==> src/sv/tqem_pkg.sv <==
// ----------------------------------------------------------------------------
// tqem_pkg
// Shared types, constants and helpers for the triple qualified enable monitor.
// ----------------------------------------------------------------------------
package tqem_pkg;

  localparam int unsigned AGE_W    = 7;
  localparam int unsigned CAL_W    = 8;
  localparam int unsigned BOUND_W  = 16;
  localparam int unsigned VOLT_W   = 16;
  localparam int unsigned THR_W    = 10;  // max (255*5)/2 = 637
  localparam int unsigned CFG_IDX_W  = 3;
  localparam int unsigned CFG_DATA_W = 16;

  localparam logic [AGE_W-1:0]   AGE_MAX         = 7'd127;
  localparam logic [BOUND_W-1:0] BATTERY_MIN_RST = 16'h0000;
  localparam logic [BOUND_W-1:0] BATTERY_MAX_RST = 16'hFFFF;
  localparam logic [CAL_W-1:0]   CAL_RST         = 8'h00;

  typedef enum logic [CFG_IDX_W-1:0] {
    REG_BATTERY_MIN       = 3'd0,
    REG_BATTERY_MAX       = 3'd1,
    REG_WAKE_TICKS_CAL    = 3'd2,
    REG_REQUEST_TICKS_CAL = 3'd3,
    REG_BATTERY_TICKS_CAL = 3'd4
  } reg_idx_t;

  typedef struct packed {
    logic [BOUND_W-1:0] battery_min;
    logic [BOUND_W-1:0] battery_max;
    logic [CAL_W-1:0]   wake_ticks_cal;
    logic [CAL_W-1:0]   request_ticks_cal;
    logic [CAL_W-1:0]   battery_ticks_cal;
  } cfg_t;

  // (cal * 5) / 2 as shift-add, result floors
  function automatic logic [THR_W-1:0] threshold_of(input logic [CAL_W-1:0] cal);
    logic [THR_W:0] sum;
    sum = {3'b000, cal} + {1'b0, cal, 2'b00};
    return sum[THR_W:1];
  endfunction

  function automatic logic [AGE_W-1:0] age_bump(input logic [AGE_W-1:0] age);
    return (age >= AGE_MAX) ? AGE_MAX : age + 7'd1;
  endfunction

endpackage

==> src/sv/tqem_in_if.sv <==
// ----------------------------------------------------------------------------
// tqem_in_if
// Input tick channel: wake flag, restart request and battery sample.
// ----------------------------------------------------------------------------
interface tqem_in_if;
  logic                                valid;
  logic                                ready;
  logic                                wake_main;
  logic                                restart_request;
  logic signed [tqem_pkg::VOLT_W-1:0]  battery_voltage;

  modport source (output valid, wake_main, restart_request, battery_voltage, input ready);
  modport sink   (input valid, wake_main, restart_request, battery_voltage, output ready);
endinterface

==> src/sv/tqem_out_if.sv <==
// ----------------------------------------------------------------------------
// tqem_out_if
// Result channel: one enable bit per tick.
// ----------------------------------------------------------------------------
interface tqem_out_if;
  logic valid;
  logic ready;
  logic diag_enable;

  modport source (output valid, diag_enable, input ready);
  modport sink   (input valid, diag_enable, output ready);
endinterface

==> src/sv/tqem_cfg_if.sv <==
// ----------------------------------------------------------------------------
// tqem_cfg_if
// Configuration write channel: register index and write data.
// ----------------------------------------------------------------------------
interface tqem_cfg_if;
  logic                                valid;
  logic                                ready;
  logic [tqem_pkg::CFG_IDX_W-1:0]      index;
  logic [tqem_pkg::CFG_DATA_W-1:0]     data;

  modport source (output valid, index, data, input ready);
  modport sink   (input valid, index, data, output ready);
endinterface

==> src/sv/tqem_regs.sv <==
// ----------------------------------------------------------------------------
// tqem_regs
// Configuration register file; unknown indexes are dropped.
// ----------------------------------------------------------------------------
module tqem_regs (
  input  logic              clk,
  input  logic              rst_n,
  tqem_cfg_if.sink          cfg_bus,
  output tqem_pkg::cfg_t    cfg
);

  tqem_pkg::cfg_t cfg_r;
  tqem_pkg::cfg_t cfg_nxt;

  assign cfg_bus.ready = 1'b1;
  assign cfg           = cfg_r;

  always_comb begin
    cfg_nxt = cfg_r;
    if (cfg_bus.valid) begin
      case (tqem_pkg::reg_idx_t'(cfg_bus.index))
        tqem_pkg::REG_BATTERY_MIN:       cfg_nxt.battery_min       = cfg_bus.data;
        tqem_pkg::REG_BATTERY_MAX:       cfg_nxt.battery_max       = cfg_bus.data;
        tqem_pkg::REG_WAKE_TICKS_CAL:    cfg_nxt.wake_ticks_cal    = cfg_bus.data[7:0];
        tqem_pkg::REG_REQUEST_TICKS_CAL: cfg_nxt.request_ticks_cal = cfg_bus.data[7:0];
        tqem_pkg::REG_BATTERY_TICKS_CAL: cfg_nxt.battery_ticks_cal = cfg_bus.data[7:0];
        default: ;
      endcase
    end
  end

  always_ff @(posedge clk) begin
    if (!rst_n) begin
      cfg_r.battery_min       <= tqem_pkg::BATTERY_MIN_RST;
      cfg_r.battery_max       <= tqem_pkg::BATTERY_MAX_RST;
      cfg_r.wake_ticks_cal    <= tqem_pkg::CAL_RST;
      cfg_r.request_ticks_cal <= tqem_pkg::CAL_RST;
      cfg_r.battery_ticks_cal <= tqem_pkg::CAL_RST;
    end else begin
      cfg_r <= cfg_nxt;
    end
  end

endmodule

==> src/sv/tqem_core.sv <==
// ----------------------------------------------------------------------------
// tqem_core
// Input register, qualification logic with age counters, result register.
// ----------------------------------------------------------------------------
module tqem_core (
  input  logic              clk,
  input  logic              rst_n,
  input  tqem_pkg::cfg_t    cfg,
  tqem_in_if.sink           in_bus,
  tqem_out_if.source        out_bus
);

  // input stage
  logic                               s1_valid_r;
  logic                               s1_wake_r;
  logic                               s1_req_r;
  logic signed [tqem_pkg::VOLT_W-1:0] s1_volt_r;

  // result stage
  logic out_valid_r;
  logic out_enable_r;
  logic out_enable_nxt;

  // tick state
  logic [tqem_pkg::AGE_W-1:0] wake_age_r,    wake_age_nxt;
  logic [tqem_pkg::AGE_W-1:0] request_age_r, request_age_nxt;
  logic [tqem_pkg::AGE_W-1:0] battery_age_r, battery_age_nxt;
  logic wake_last_r, request_last_r, in_range_last_r;

  logic                       advance;
  logic                       in_range;
  logic [tqem_pkg::AGE_W-1:0] wake_age_clr, request_age_clr, battery_age_clr;
  logic                       c_wake, c_req, c_batt;

  assign advance      = s1_valid_r && (!out_valid_r || out_bus.ready);
  assign in_bus.ready = !s1_valid_r || advance;

  assign out_bus.valid       = out_valid_r;
  assign out_bus.diag_enable = out_enable_r;

  always_comb begin
    // negative sample never in window; nonnegative compares as unsigned
    in_range = !s1_volt_r[tqem_pkg::VOLT_W-1]
            && (unsigned'(s1_volt_r) >= cfg.battery_min)
            && (unsigned'(s1_volt_r) <= cfg.battery_max);

    wake_age_clr    = (s1_wake_r && !wake_last_r)        ? '0 : wake_age_r;
    request_age_clr = (!s1_req_r && request_last_r)      ? '0 : request_age_r;
    battery_age_clr = (in_range && !in_range_last_r)     ? '0 : battery_age_r;

    c_wake = s1_wake_r && ({3'b000, wake_age_clr}
             >= tqem_pkg::threshold_of(cfg.wake_ticks_cal));
    c_req  = !s1_req_r && ({3'b000, request_age_clr}
             >= tqem_pkg::threshold_of(cfg.request_ticks_cal));
    c_batt = in_range && ({3'b000, battery_age_clr}
             >= tqem_pkg::threshold_of(cfg.battery_ticks_cal));

    out_enable_nxt  = c_wake && c_req && c_batt;
    wake_age_nxt    = tqem_pkg::age_bump(wake_age_clr);
    request_age_nxt = tqem_pkg::age_bump(request_age_clr);
    battery_age_nxt = tqem_pkg::age_bump(battery_age_clr);
  end

  always_ff @(posedge clk) begin
    if (!rst_n) begin
      s1_valid_r      <= 1'b0;
      out_valid_r     <= 1'b0;
      wake_age_r      <= '0;
      request_age_r   <= '0;
      battery_age_r   <= '0;
      wake_last_r     <= 1'b0;
      request_last_r  <= 1'b0;
      in_range_last_r <= 1'b0;
    end else begin
      if (in_bus.ready) begin
        s1_valid_r <= in_bus.valid;
      end
      if (advance) begin
        out_valid_r     <= 1'b1;
        wake_age_r      <= wake_age_nxt;
        request_age_r   <= request_age_nxt;
        battery_age_r   <= battery_age_nxt;
        wake_last_r     <= s1_wake_r;
        request_last_r  <= s1_req_r;
        in_range_last_r <= in_range;
      end else if (out_bus.ready) begin
        out_valid_r <= 1'b0;
      end
    end
  end

  // payload, no reset
  always_ff @(posedge clk) begin
    if (in_bus.ready && in_bus.valid) begin
      s1_wake_r <= in_bus.wake_main;
      s1_req_r  <= in_bus.restart_request;
      s1_volt_r <= in_bus.battery_voltage;
    end
    if (advance) begin
      out_enable_r <= out_enable_nxt;
    end
  end

endmodule

==> src/sv/triple_qualified_enable_monitor.sv <==
// ----------------------------------------------------------------------------
// triple_qualified_enable_monitor
// Qualifies a diagnostic enable from wake, restart request and battery window.
// ----------------------------------------------------------------------------
// Usage:
//   in_bus  : one beat per tick (wake_main, restart_request, battery_voltage).
//   out_bus : one beat per input beat carrying diag_enable, in order.
//   cfg_bus : register writes (index 0..4), always ready; write only while
//             the block is idle. Writes to other indexes are dropped.
// Pipeline: an accepted beat passes through the input register, then the
//   result register, to out_bus. Throughput is one beat per cycle while
//   out_bus is not stalled; the qualification logic between is combinational.
// Reset (rst_n low, synchronous): both stages empty, age counters and edge
//   history cleared, registers return to their defaults (full window,
//   zero calibrations).
// Stall: while out_bus.ready is low the result holds; one more beat may be
//   taken into the input register, after which in_bus.ready drops until
//   the result is taken.
// ----------------------------------------------------------------------------
module triple_qualified_enable_monitor (
  input  logic         clk,
  input  logic         rst_n,
  tqem_in_if.sink      in_bus,
  tqem_out_if.source   out_bus,
  tqem_cfg_if.sink     cfg_bus
);

  tqem_pkg::cfg_t cfg;

  tqem_regs u_regs (
    .clk     (clk),
    .rst_n   (rst_n),
    .cfg_bus (cfg_bus),
    .cfg     (cfg)
  );

  tqem_core u_core (
    .clk     (clk),
    .rst_n   (rst_n),
    .cfg     (cfg),
    .in_bus  (in_bus),
    .out_bus (out_bus)
  );

endmodule

==> src/flat_wrapper.sv <==
// flat-port wrapper written by rule: the top's interface ports become plain ports
module triple_qualified_enable_monitor_flat 
  (clk, rst_n, in_bus_valid, in_bus_wake_main, in_bus_restart_request, in_bus_battery_voltage, in_bus_ready, out_bus_valid, out_bus_diag_enable, out_bus_ready, cfg_bus_valid, cfg_bus_index, cfg_bus_data, cfg_bus_ready);
  tqem_in_if in_bus_i ();
  tqem_out_if out_bus_i ();
  tqem_cfg_if cfg_bus_i ();
  input  logic clk;
  input  logic rst_n;
  input wire logic [$bits(in_bus_i.valid)-1:0] in_bus_valid;
  input wire logic [$bits(in_bus_i.wake_main)-1:0] in_bus_wake_main;
  input wire logic [$bits(in_bus_i.restart_request)-1:0] in_bus_restart_request;
  input wire logic [$bits(in_bus_i.battery_voltage)-1:0] in_bus_battery_voltage;
  output wire logic [$bits(in_bus_i.ready)-1:0] in_bus_ready;
  output wire logic [$bits(out_bus_i.valid)-1:0] out_bus_valid;
  output wire logic [$bits(out_bus_i.diag_enable)-1:0] out_bus_diag_enable;
  input wire logic [$bits(out_bus_i.ready)-1:0] out_bus_ready;
  input wire logic [$bits(cfg_bus_i.valid)-1:0] cfg_bus_valid;
  input wire logic [$bits(cfg_bus_i.index)-1:0] cfg_bus_index;
  input wire logic [$bits(cfg_bus_i.data)-1:0] cfg_bus_data;
  output wire logic [$bits(cfg_bus_i.ready)-1:0] cfg_bus_ready;
  assign in_bus_i.valid = in_bus_valid;
  assign in_bus_i.wake_main = in_bus_wake_main;
  assign in_bus_i.restart_request = in_bus_restart_request;
  assign in_bus_i.battery_voltage = in_bus_battery_voltage;
  assign in_bus_ready = in_bus_i.ready;
  assign out_bus_valid = out_bus_i.valid;
  assign out_bus_diag_enable = out_bus_i.diag_enable;
  assign out_bus_i.ready = out_bus_ready;
  assign cfg_bus_i.valid = cfg_bus_valid;
  assign cfg_bus_i.index = cfg_bus_index;
  assign cfg_bus_i.data = cfg_bus_data;
  assign cfg_bus_ready = cfg_bus_i.ready;
  triple_qualified_enable_monitor u_core (.clk(clk), .rst_n(rst_n), .in_bus(in_bus_i), .out_bus(out_bus_i), .cfg_bus(cfg_bus_i));
endmodule
==> config.mk <==
export PLATFORM = sky130hd
export DESIGN_NAME = triple_qualified_enable_monitor_flat
export DESIGN_NICKNAME = d
export VERILOG_FILES = /design/src/sv/tqem_pkg.sv /design/src/sv/tqem_in_if.sv /design/src/sv/tqem_out_if.sv /design/src/sv/tqem_cfg_if.sv /design/src/sv/tqem_regs.sv /design/src/sv/tqem_core.sv /design/src/sv/triple_qualified_enable_monitor.sv /design/src/flat_wrapper.sv
export SDC_FILE = /design/constraint.sdc
export NUM_CORES = 1
export LEC_CHECK = 0
export ABC_AREA = 1
export BUFFER_PORTS_ARGS = -buffer_cell sky130_fd_sc_hd__buf_4
export CAP_MARGIN = 0
export CORE_MARGIN = 4
export CORE_UTILIZATION = 30
export DETAILED_ROUTE_END_ITERATION = 6
export PLACE_DENSITY = 0.5
export SYNTH_ARGS = -nofsm -noshare
export SYNTH_HDL_FRONTEND = slang
export SYNTH_SLANG_ARGS = --single-unit
==> constraint.sdc <==
create_clock -name clk -period 2.4 [get_ports clk]
set_input_delay 0.24 -clock clk [delete_from_list [all_inputs] [get_ports clk]]
set_output_delay 0.24 -clock clk [all_outputs]
set_load 0.05 [all_outputs]
Yosys cells after proc, flatten, opt, wreduce, memory -nomap -nowiden
Index checks and enable logic that the tools add are counted.
- bits in registers: 101
- input bits: 42
- output and inout port bits: 4
- word-level logic and storage cells: 70
- add/sub/neg operators: 6
- order comparisons: 8
- eq/ne operators: 4
- multiplexer cells: 8
- reduce and logical (&&, ||, !) cells: 27
- operators by type and width (cell ; number):
    7-bit 2-to-1 mux ; 6
    8-bit by 10-bit adder with 11-bit output ; 3
    7-bit by 10-bit greater-or-equal comparator with 1-bit output ; 3
    7-bit by 1-bit adder with 7-bit output (second input constant) ; 3
    7-bit greater-or-equal comparator (second input constant) ; 3
    16-bit greater-or-equal comparator ; 1
    16-bit less-or-equal comparator ; 1
    1-bit logical AND ; 12
    2-bit AND reduction ; 5
    3-bit by 2-bit == test with 1-bit output (second input constant) ; 2
    1-bit logical NOT ; 6
    3-bit by 1-bit == test with 1-bit output (second input constant) ; 1
    3-bit == test (second input constant) ; 1
    3-bit logical NOT ; 1
    1-bit logical OR ; 2
    1-bit 2-to-1 mux ; 2
    2-bit nonzero test ; 1

Depth between registers and ports, before layout
Gate-level depths: netlist of run 1.
- word-level depth: 8
- gate-level depth with buffers: 25
- depth with buffers taken out: 24

Hierarchy
From an unflattened synthesis of run 1, not the netlist that was laid out.
- cells, all modules: 824
- area total of the unflattened synthesis: 6194.7 µm²
- modules (own cells, without submodules) (module ; instances ; cells each ; area each (µm²) ; sequential area each (µm²)):
    tqem_core ; 1 ; 506 ; 3945.0 ; 1091.0
    tqem_regs ; 1 ; 318 ; 2249.7 ; 1121.1

Least setup slack after synthesis of run 1
OpenSTA, ideal clock, no wires.
- path type: register -> register
- start point: reg u_core.u_core.s1_volt_r[15] (netlist name)
- end point: reg u_core.u_core.out_enable_r, in the netlist u_core.u_core.out_bus.diag_enable (data pin)
- setup time: 257 ps
- arrival time: 2343 ps
- required time: 2143 ps
- slack: -200 ps
- stages on the path, launching flop included: 16
- path buffers: 1
- clock period less this slack: 2600 ps
- cell sequence: edfxtp_1 -> ha_1 -> nand2_2 -> o21ai_0 -> a21oi_2 -> a21oi_4 -> nand3_2 -> buf_6 -> nand2_1 -> inv_1 -> ha_1 -> a21boi_0 -> o21ai_0 -> o211ai_1 -> a21oi_1 -> nor3_1
- longest elaborated chain between the ends: 8
- elaborated cells between the ends (all ways): 10
- classes of those cells: order compare: 3; mux: 1; reduce/logical: 6
- RTL lines (element ; line ; source):
    from (decl) ; tqem_core.sv:17 ; logic signed [tqem_pkg::VOLT_W-1:0] s1_volt_r;
    from (signal assigned) ; tqem_core.sv:97 ; s1_volt_r <= in_bus.battery_voltage;
    16-bit greater-or-equal comparator / 1-bit logical NOT (equally long branches) ; tqem_core.sv:44, tqem_core.sv:43 ;
    1-bit logical AND ; tqem_core.sv:44 ; && (unsigned'(s1_volt_r) >= cfg.battery_min)
    1-bit logical AND * ; tqem_core.sv:45 ; && (unsigned'(s1_volt_r) <= cfg.battery_max);
    1-bit logical AND ; tqem_core.sv:49 ; battery_age_clr = (in_range && !in_range_last_r) ? '0 : battery_age_r;
    7-bit 2-to-1 mux ; tqem_core.sv:49 ;
    7-bit by 10-bit greater-or-equal comparator with 1-bit output ; tqem_core.sv:56 ; >= tqem_pkg::threshold_of(cfg.battery_ticks_cal));
    1-bit logical AND * ; tqem_core.sv:55 ; c_batt = in_range && ({3'b000, battery_age_clr}
    1-bit logical AND * ; tqem_core.sv:58 ; out_enable_nxt = c_wake && c_req && c_batt;
    named net u_core.u_core.out_enable_nxt ; tqem_core.sv:22 ; logic out_enable_nxt;
    to (signal assigned) ; tqem_core.sv:100 ; out_enable_r <= out_enable_nxt;
    to (decl) ; tqem_core.sv:21 ; logic out_enable_r;
Mark *: on every way through the listed nets, which the timed path passes. The rest lies on a longest branch.
A chain may end at the register's enable or synchronous reset.

Worst setup path after layout of run 1
- start point: reg u_core.u_core.s1_volt_r[3] (netlist name)
- end point: reg u_core.u_core.out_enable_r, in the netlist u_core.u_core.out_bus.diag_enable (data pin)
- longest elaborated chain between the ends: 8
- elaborated cells between the ends (all ways): 9
- classes of those cells: order compare: 3; mux: 1; reduce/logical: 5
- RTL lines (element ; line):
    16-bit greater-or-equal comparator ; tqem_core.sv:44
    1-bit logical AND ; tqem_core.sv:44
    1-bit logical AND * ; tqem_core.sv:45
    1-bit logical AND ; tqem_core.sv:49
    7-bit 2-to-1 mux ; tqem_core.sv:49
    7-bit by 10-bit greater-or-equal comparator with 1-bit output ; tqem_core.sv:56
    1-bit logical AND * ; tqem_core.sv:55
    1-bit logical AND * ; tqem_core.sv:58
    named net u_core.u_core.out_enable_nxt ; tqem_core.sv:22
Marked as above.

==> run metrics, run 1 <==
WL/cell 12.83 µm; gpl congestion 0.7877; Seq/Total Area, Yosys 0.3807; FP Rows 50; GRT Total Usage 0.1300; Area after DPL 6818 µm²; register-to-register setup slack -0.31 ns; Fin. Hold Viols 0; number of global-route vias before repair 4719; violated checks setup timing; Reg-to-Reg Start u_core.u_core.s1_volt_r[3]; RSZ-0062 raised after global routing yes; CTS tree done; critical path startpoint u_core.u_core.s1_volt_r[3]; syn_area_per_cell 8.059 µm²; Non-Filler Instances 1085; Netlist cell types 40; initial core utilization 0.3075; 1st-iter DRT viols 194; Hold Crit Class input port to flop; DP HPWL 10370 µm; Finished Cell Area 7430 µm²; Layout area overhead 27.86%; Mapped Cells 721; via count 4885; CP Launch Type flop; DIE AREA 21660 µm²; remaining antenna violation count 0; critical path class flop to flop; Clock Skew 0.008185 ns; Fin Setup TNS -1.895 ns; DR pass1 iterations 6; total power 4.038 mW; Final Cycle Share 1.131; LEAKAGE 3.429 nW; clk_lat worst skew 0.35 ns; initial antenna violation count 0; Total Nets Final 939; Max-cap violations 0; status complete, but fails checks; Max Slew Vio Count 0; port bufs 44; final setup violation count 8; Power Density 543.5 nW/µm²; Ant. Diodes 0; vias per cell 4.502; fin util 0.3932; FF+latch count, synth 101; H-tree depth 3; IO Pins 46; final setup margin -0.3149 ns; Placed Cells 1061; chip width 147.2 µm; Worst VDD drop 362.4 µV; layout cells sized above 1 0.2218; most common cell after layout, fill and taps aside inv_1; largest net degree at the start of global routing 51; Setup crit end kind flop; clk sinks 101; routed wire length 13920 µm; clk slew on worst S/H paths 0.07 ns; Die H 147.2 µm; worst slew pin tran 0.7255 ns; commonest cells after routing, fill and taps aside inv_1, buf_4, nand2_1, dfxtp_1, nor2_1; CP max FO 5; first-pass GRT wire length 22800 µm; syn nets 840; Post-Syn Area 5811 µm²; Remaining Overflow, GRT 0; worst min-delay path startpoint in_bus_battery_voltage[8]; Num CTS Buffers 9; max frequency 368.3 MHz; core box area 18890 µm²; CP Data Arrival Time 2.81 ns; Period minus WS final 2.715 ns; Slew headroom 0.5158; CP Data Required Time 2.50 ns; detailed-route DRC error count 0; CTS Buffer Depth 2; Clk Tree Root Cell clkbuf_16; Ys Warns 0
[power breakdown]
| part | switching [mW] | internal, mW |
|---|---|---|
| Clock | 0.660 | 0.840 |
| Combinational | 0.376 | 0.303 |
| Sequential | 0.0513 | 1.81 |
| Total | 1.09 | 2.95 |
[logic make-up (layout without fill, tap and decap cells)]
group,after synthesis,in the layout,synth area share
AO/OA/AOI/OAI,176,176,0.1749
XOR/XNOR,16,16,0.02412
adder cells (fa/ha/maj),77,77,0.1697
buffers and inverters,135,238,0.08936
flip-flops,101,101,0.3807
other,1,1,0.0006454
AND/OR/NAND/NOR,215,216,0.1606
[what timing repair did]
action,in CTS,in global routing
gates cloned,1,0
resized for setup,19,28
buffers inserted,5,2
pin swaps,21,28
hold buffers,0,0
setup endpoints to repair,8,8
[worst max-delay path: stages, from the launching register on]
cell      delay (ns)
edfxtp_1        0.44
ha_4            0.31
nand2_4         0.05
nor2_2          0.09
nor2_1          0.04
nand2_1         0.06
nand2_1         0.06
nand2_2         0.08
nand2_2         0.06
a21oi_4         0.20
nand3_4         0.14
nand2_2         0.09
inv_2           0.05
ha_4            0.19
a21boi_2        0.14
o21ai_1         0.12
o211ai_1        0.11
a21oi_1         0.15
nor3_1          0.07
[path summary, 6_finish.rpt]
| check | to | cells after the start |
|---|---|---|
| min | u_core.u_core.s1_volt_r[8] | 1 |
| max reg2reg | u_core.u_core.out_bus.diag_enable | 18 |
| min reg2reg | u_core.u_regs.cfg[8] | 2 |
| max | u_core.u_core.out_bus.diag_enable | 18 |
[per-stage QoR]
stage          hold slack (ns)  setup slack (ns)
3_5_place_dp            0.4198           -0.4584
2_1_floorplan           0.3389           -0.1411
3_3_place_gp            0.4186           -0.4389
4_1_cts                0.03988           -0.3472
5_1_grt                0.03791           -0.5219
6_report               0.05707           -0.3149
[per-layer routing]
layer / track usage / wire length (µm)
met4: 0.02889 / 136
met3: 0.03115 / 500
met2: 0.2207 / 6595
met5: 0 / 0
met1: 0.1681 / 6686
[Yosys cell counts (all sizes together)]
cell | n | area (µm²)
a211oi | 2 | 15.01
a21boi | 3 | 22.52
a21o | 1 | 7.510
a21oi | 66 | 345.3
a221oi | 8 | 70.07
a31oi | 3 | 18.77
and2 | 1 | 6.260
buf | 3 | 23.77
clkbuf | 17 | 63.81
conb | 1 | 3.750
dfxtp | 82 | 1642
edfxtp | 19 | 570.6
fa | 3 | 60.06
ha | 74 | 925.9
inv | 115 | 431.7
nand2 | 101 | 399.1
nand3 | 27 | 145.1
nand4 | 5 | 46.29
nor2 | 75 | 291.5
nor3 | 3 | 26.28
nor4 | 3 | 18.77
o2111ai | 1 | 8.760
o211ai | 21 | 157.7
o21a | 2 | 15.01
o21ai | 66 | 330.3
o21bai | 1 | 7.510
o221ai | 2 | 17.52
xnor2 | 8 | 70.07
xor2 | 8 | 70.07
[final cells by class]
type / instances / area, µm²
inverters: 115 / 431.7
repair buffers: 107 / 814.5
clock inverters: 5 / 56.30
clock buffers: 11 / 242.7
fillers: 1994 / 11460
multi-input cells: 486 / 3347
flip-flops and latches: 101 / 2212
well taps: 260 / 325.3
[flip-flops by register name, indices dropped and copies added, names as in the netlist]
register / cells
u_core.u_core.s1_req_r: 1
u_core.u_core.out_bus.diag_enable: 1
u_core.u_core.out_bus.valid: 1
u_core.u_core.s1_valid_r: 1
u_core.u_core.request_age_r: 7
u_core.u_core.s1_volt_r: 16
u_core.u_core.s1_wake_r: 1
u_core.u_core.battery_age_r: 7
u_core.u_regs.cfg: 56
u_core.u_core.wake_age_r: 7
u_core.u_core.wake_last_r: 1
u_core.u_core.request_last_r: 1
u_core.u_core.in_range_last_r: 1
(Power assumes the default switching activity.)
==> run 2, diff against run 1 <==
PLACE_DENSITY = 0.53   (was 0.5)
==> run 2 against run 1 <==
  * The flow still finishes with violations (setup timing)
  * Combinational power shrank 2%
  * Sequential share of layout area increased by 0.37 points
  * Largest power group unchanged
  * Worst hold slack lost 0.0025 ns
  * Flip-flop and latch count is the same
  * Total power down 2.3%
  * Via count down 1.5%
  * Worst setup slack worse by 0.022 ns
  * Maximum frequency is 0.82% lower
  * Critical path depth unchanged
  * Clock-buffer cell count decreased by 1
  * Highest routed layer unchanged
  * Global-route usage is 0.15 points higher
==> run metrics, run 2 (same netlist as run 1, synthesis figures left out) <==
Num CTS Buffers 9 (unchanged); Most common cell on crit path nand2_2; Layout area overhead 26.29%; Power Density 537.9 nW/µm² (-1.0%); Storage cell area 2212 µm² (unchanged); Reg-to-Reg Start u_core.u_core.s1_volt_r[3]; final setup violation count 8 (unchanged); CTS tree done; Fin Setup TNS -2.084 ns (-0.1894 ns); sequential power share 0.471 (+0.011); Finished Cell Area 7338 µm² (-1.2%); detailed-route DRC error count 0 (unchanged); commonest cells after routing, fill and taps aside inv_1, buf_4, nand2_1, dfxtp_1; CP Data Arrival Time 2.84 ns (+0.03 ns); core box area 18890 µm² (unchanged); largest net degree at the start of global routing 37 (-27%); Area after DPL 6833 µm² (+0.22%); IO Pins 46 (unchanged); status complete, but fails checks; CP peak stage delay 0.47 ns (+0.03 ns); critical path cell sequence ha_4, nand2_2, nor2_2, nor2_1, nand2_1, nand2_1, nand2_2, nand2_2, a21oi_4, nand3_4, nand2_2, inv_2, ha_4, a21boi_2, o21ai_1, o211ai_1, a21oi_1, nor3_1; Reg2Reg Depth 18 (unchanged); max frequency 365.3 MHz (-0.82%); Clock Skew 0.006399 ns (-0.001786 ns); 1st-iter DRT viols 242 (+25%); layout cells sized above 1 0.2133 (-0.008485); kind of cell adding the most delay to the critical path compound AO/OA/AOI/OAI gates; Slew headroom 0.5412 (+0.02541); clk slew on worst S/H paths 0.07 ns (about the same); Clk Tree Root Cell clkbuf_16; Max-cap violations 0 (unchanged); Hold Crit Endpoint u_core.u_core.s1_volt_r[0]; area of the multi-input gates 3273 µm² (-2.2%); FP Rows 50 (unchanged); CP max FO 5 (unchanged); violated checks setup timing; Ant. Diodes 0 (unchanged); via count 4812 (-1.5%); initial antenna violation count 0 (unchanged); CP Launch Type flop; vias per cell 4.435 (-1.5%); hold depth 1 (unchanged); Setup crit end kind flop; slowest CP cell edfxtp_1; Die H 147.2 µm (unchanged); Hold Crit Class input port to flop; Max Slew Vio Count 0 (unchanged); routed wire length 13530 µm (-2.8%); CTS Buffer Depth 2 (unchanged); H-tree depth 3 (unchanged); Fin. Hold Viols 0 (unchanged); Final Cycle Share 1.141 (+0.009375); WL/cell 12.47 µm (-2.8%); clock power share 0.361 (-0.010); worst min-delay path startpoint in_bus_battery_voltage[0]; Total Nets Final 939 (unchanged); chip width 147.2 µm (unchanged); RSZ-0062 raised after global routing yes; Gate power share 0.168 (about the same); total power 3.947 mW (-2.3%); clk_lat worst skew 0.35 ns (about the same); Remaining Overflow, GRT 0 (unchanged); GRT Total Usage 0.1314 (+0.001483); number of global-route vias before repair 4788 (+1.5%); remaining antenna violation count 0 (unchanged); Period minus WS final 2.737 ns (+0.02250 ns); first-pass GRT wire length 23230 µm (+1.9%); final setup margin -0.3374 ns (-0.02250 ns); LEAKAGE 3.404 nW (-0.75%); Largest register FFs 56 (unchanged); CP Data Required Time 2.50 ns (about the same); worst path bufs/invs 1 (unchanged); r2r endpoint u_core.u_core.out_bus.diag_enable; DP HPWL 10110 µm (-2.5%); DIE AREA 21660 µm² (unchanged); switching pwr 1.102 mW (+1.4%); port bufs 44 (unchanged); DR pass1 iterations 4 (-2); Pint 2.845 mW (-3.6%); register-to-register setup slack -0.34 ns (-0.02 ns); Worst VDD drop 343.4 µV (-5.2%); switching part of the total 0.2791 (+0.009937); initial core utilization 0.3075 (unchanged); worst slew pin tran 0.6875 ns (-0.03807 ns); Fill cells 2006 (+0.60%); critical path class flop to flop; clk sinks 101 (unchanged); gpl congestion 0.8119 (+3.1%); cts hold-fix bufs 0 (unchanged)
[run 2: how the worst max path moves through the flow]
| stage | start | end | slack, ns | cells after the start |
|---|---|---|---|---|
| 6_report | u_core.u_core.s1_volt_r[3] | u_core.u_core.out_bus.diag_enable | -0.34 | 18 |
| 5_1_grt | u_core.u_core.s1_volt_r[3] | u_core.u_core.out_bus.diag_enable | -0.57 | 19 |
| 4_1_cts | u_core.u_core.s1_volt_r[3] | u_core.u_core.out_bus.diag_enable | -0.32 | 18 |
| 3_5_place_dp | u_core.u_core.s1_volt_r[15] | u_core.u_core.out_bus.diag_enable | -0.40 | 14 |
| 3_3_place_gp | u_core.u_core.s1_volt_r[15] | u_core.u_core.out_bus.diag_enable | -0.38 | 14 |
| 2_1_floorplan | u_core.u_core.s1_volt_r[15] | u_core.u_core.out_bus.diag_enable | -0.14 | 16 |
[run 2: metal layers]
| metal | track usage | wire length (µm) | part of all wire |
|---|---|---|---|
| met1 | 0.1719 | 6604 | 0.49 |
| met2 | 0.2244 | 6368 | 0.47 |
| met3 | 0.03054 | 447 | 0.033 |
| met4 | 0.02377 | 110 | 0.0081 |
| met5 | 0 | 0 | 0 |
[run 2: layout make-up]
type                            count  area share
Timing Repair Buffer              107      0.1105
Sequential cell                   101      0.3014
Clock buffer                       10     0.03257
Multi-Input combinational cell    486      0.4460
Inverter                          115     0.05882
Clock inverter                      6    0.006309
Tap cell                          260     0.04433
[run 2: timing repair]
action                                  4_1_cts  5_1_grt
pin swaps                                     4       15
endpoints found under the setup margin        8        8
resized for setup                            15       21
cloned                                        1        0
buffers inserted                              3        2
[run 2: stage by stage]
step / hold WS, ns / cells / util / setup slack (ns)
2_1_floorplan: 0.3389 / 721 / - / -0.1411
3_3_place_gp: 0.4192 / 1063 / 0.3617 / -0.3777
3_5_place_dp: 0.4194 / 1063 / 0.3617 / -0.4016
4_1_cts: 0.03933 / 1083 / 0.3817 / -0.3170
5_1_grt: 0.03933 / 1085 / 0.3884 / -0.5656
6_report: 0.05459 / 1085 / 0.3884 / -0.3374
[run 2: power by group through the flow]
| stage | sequential, mW | clock (mW) | combinational [mW] |
|---|---|---|---|
| 6_report | 1.86 | 1.43 | 0.664 |
| 5_1_grt | 1.87 | 1.54 | 0.768 |
| 4_1_cts | 1.86 | 1.49 | 0.649 |
| 3_5_place_dp | 1.89 | 0 | 0.624 |
| 3_3_place_gp | 1.89 | 0 | 0.619 |
| 2_1_floorplan | 1.89 | 0 | 0.394 |
==> run 3, diff against run 2 <==
BUFFER_PORTS_ARGS = not set   (was -buffer_cell sky130_fd_sc_hd__buf_4)
CORE_UTILIZATION = 40   (was 30)
DONT_BUFFER_PORTS = 1   (was not set)
PLACE_DENSITY = 0.62   (was 0.53)
SKIP_CTS_REPAIR_TIMING = 1   (was not set)
==> run 3 against run 2 <==
  * The run ends with hold timing, setup timing left
  * Combinational power decreased by 10%
  * Via count rose by 3.3%
  * Cell count fell by 10%
  * Worst hold slack got worse by 0.073 ns
  * Global-route usage increased by 3.5 points
  * Final area fell by 3.7%
  * Sequential power barely moved
  * Maximum frequency is 0.78% lower
  * First-iteration DRC count shrank 11%
  * Critical path type unchanged
  * Largest cell class unchanged
  * Largest power group unchanged
==> run metrics, run 3 (same netlist as run 1, synthesis figures left out) <==
1st-iter DRT viols 216 (-11%); Finished Cell Area 7067 µm² (-3.7%); first-pass GRT wire length 22350 µm (-3.8%); initial antenna violation count 0 (unchanged); gpl congestion 0.8754 (+7.8%); Gate power share 0.153 (-0.015); Max-cap violations 0 (unchanged); clk_lat worst skew 0.36 ns (about the same); hold depth 1 (unchanged); vias per cell 5.103 (+15%); sequential power share 0.477 (+0.006); Layout area overhead 21.62%; LEAKAGE 3.255 nW (-4.4%); most common cell after layout, fill and taps aside inv_1; Largest register FFs 56 (unchanged); CP Data Arrival Time 2.87 ns (+0.03 ns); Fin. Hold Viols 3 (+3); register-to-register setup slack -0.36 ns (-0.02 ns); remaining antenna violation count 0 (unchanged); DIE AREA 16520 µm² (-24%); Num CTS Buffers 9 (unchanged); IO Pins 46 (unchanged); Worst VDD drop 395.3 µV (+15%); RSZ-0062 raised after global routing yes; DR pass1 iterations 5 (+1); Area after DPL 6357 µm² (-7.0%); switching part of the total 0.2652 (-0.01399); violated checks hold timing, setup timing; H-tree depth 3 (unchanged); max frequency 362.5 MHz (-0.78%); DP HPWL 9867 µm (-2.4%); detailed-route DRC error count 0 (unchanged); switching pwr 1.035 mW (-6.0%); via count 4970 (+3.3%); Reg2Reg Depth 15 (-3); r2r endpoint u_core.u_core.out_bus.diag_enable; commonest cells after routing, fill and taps aside inv_1, nand2_1, dfxtp_1, nor2_1, ha_1; Pint 2.870 mW (+0.85%); CP Launch Type flop; pre-CTS setup slack -0.4226 ns (-0.02094 ns); chip width 128.5 µm (-13%); Final Hold Slack -0.01807 ns (-0.07266 ns); Setup crit end kind flop; CTS Buffer Depth 2 (unchanged); Ant. Diodes 0 (unchanged); core box area 14040 µm² (-26%); Reg-to-Reg Start u_core.u_core.s1_volt_r[11]; fin util 0.5033 (+0.1148); CP Data Required Time 2.51 ns (about the same); worst slew pin tran 0.7134 ns (+0.02598 ns); WL/cell 14.07 µm (+13%); Total Nets Final 908 (-3.3%); Remaining Overflow, GRT 0 (unchanged); Power Density 552.6 nW/µm² (+2.7%); Clk Tree Root Cell clkbuf_16; clk slew on worst S/H paths 0.07 ns (about the same); Hold Crit Class input port to flop; final setup margin -0.3589 ns (-0.02156 ns); critical path class flop to flop; layout cells sized above 1 0.1562 (-0.05716); worst min-delay path startpoint rst_n; Die H 128.5 µm (-13%); clk sinks 101 (unchanged); final setup violation count 8 (unchanged); routed wire length 13710 µm (+1.3%); Clock Skew 0.009899 ns (+0.003500 ns); clock power share 0.370 (+0.009); status complete, but fails checks; FP Rows 43 (-14%); Slew headroom 0.5238 (-0.01734); CP max FO 7 (+2); GRT Total Usage 0.1668 (+0.03538); initial core utilization 0.4138 (+0.1062); CTS tree done; number of global-route vias before repair 4832 (+0.92%); port bufs 0 (-100%); Final Cycle Share 1.150 (+0.008984); Period minus WS final 2.759 ns (+0.02156 ns); Hold Crit Endpoint u_core.u_regs.cfg[30]; largest net degree at the start of global routing 68 (+84%); Max Slew Vio Count 0 (unchanged)
==> run 3: cell types whose count changed in the layout (fill, tap and decap cells not counted), sizes merged <==
| cell | change |
|---|---|
| buf | -49 |
| inv | +1 |
| clkinv | -3 |
| nand3 | -1 |
| dlygate4sd3 | +19 |
| clkbuf | +2 |
==> run 3: how the worst max path moves through the flow <==
stage	end	cells past startpoint	start	slack (ns)
6_report	u_core.u_core.out_bus.diag_enable	15	u_core.u_core.s1_volt_r[11]	-0.36
5_1_grt	u_core.u_core.out_bus.diag_enable	15	u_core.u_core.s1_volt_r[11]	-0.54
4_1_cts	u_core.u_core.battery_age_r[6]	18	u_core.u_core.s1_volt_r[15]	-0.46
3_5_place_dp	u_core.u_core.battery_age_r[6]	18	u_core.u_core.s1_volt_r[15]	-0.42
3_3_place_gp	u_core.u_core.out_bus.diag_enable	14	u_core.u_core.s1_volt_r[15]	-0.33
2_1_floorplan	u_core.u_core.out_bus.diag_enable	16	u_core.u_core.s1_volt_r[15]	-0.14
==> run 3: per-stage QoR <==
| step | total power, mW | std cells | hold slack [ns] | TNS (ns) |
|---|---|---|---|---|
| global route | 4.098 | 974 | -0.002100 | -3.248 |
| detailed placement | 2.426 | 933 | 0.3389 | -2.674 |
| global placement | 2.399 | 933 | 0.3389 | -2.040 |
| CTS | 3.870 | 949 | -0.03420 | -2.881 |
| floorplan | 2.281 | 721 | 0.3389 | -0.1745 |
| finish | 3.905 | 974 | -0.01807 | -2.019 |
==> run 3: layout make-up <==
class	instances	area, µm²
clock inverters	4	26.28
well taps	180	225.2
inverters	115	431.7
clock buffers	12	267.8
fillers	1266	6975
flip-flops and latches	101	2212
repair buffers	77	636.9
multi-input cells	485	3267
==> run 3: per-layer routing <==
metal	part of all wire	vias up	GRT usage
met4	0.024	0	0.06547
met2	0.51	99	0.2991
li1	-	2550	-
met3	0.043	26	0.03736
met5	0	-	0
met1	0.42	2295	0.1928
==> run 3: worst max-delay path, stage by stage (launching register included) <==
cell,delay (ns)
edfxtp_1,0.44
ha_4,0.30
nand4_1,0.14
nor3_4,0.25
nand2_2,0.09
a21oi_4,0.19
nand3_4,0.15
nand2_1,0.10
inv_2,0.04
ha_1,0.29
nand2_2,0.08
nor2_1,0.05
o21ai_1,0.07
o211ai_1,0.11
a21oi_1,0.16
nor3_1,0.05
==> run 3: power by group through the flow <==
stage                     registers (mW)  clock network, mW  logic (mW)
after global routing                1.87               1.54       0.691
after global placement              1.90                  0       0.504
final                               1.86               1.45       0.597
after detailed placement            1.90                  0       0.528
after CTS                           1.86               1.48       0.532
after floorplan                     1.89                  0       0.394
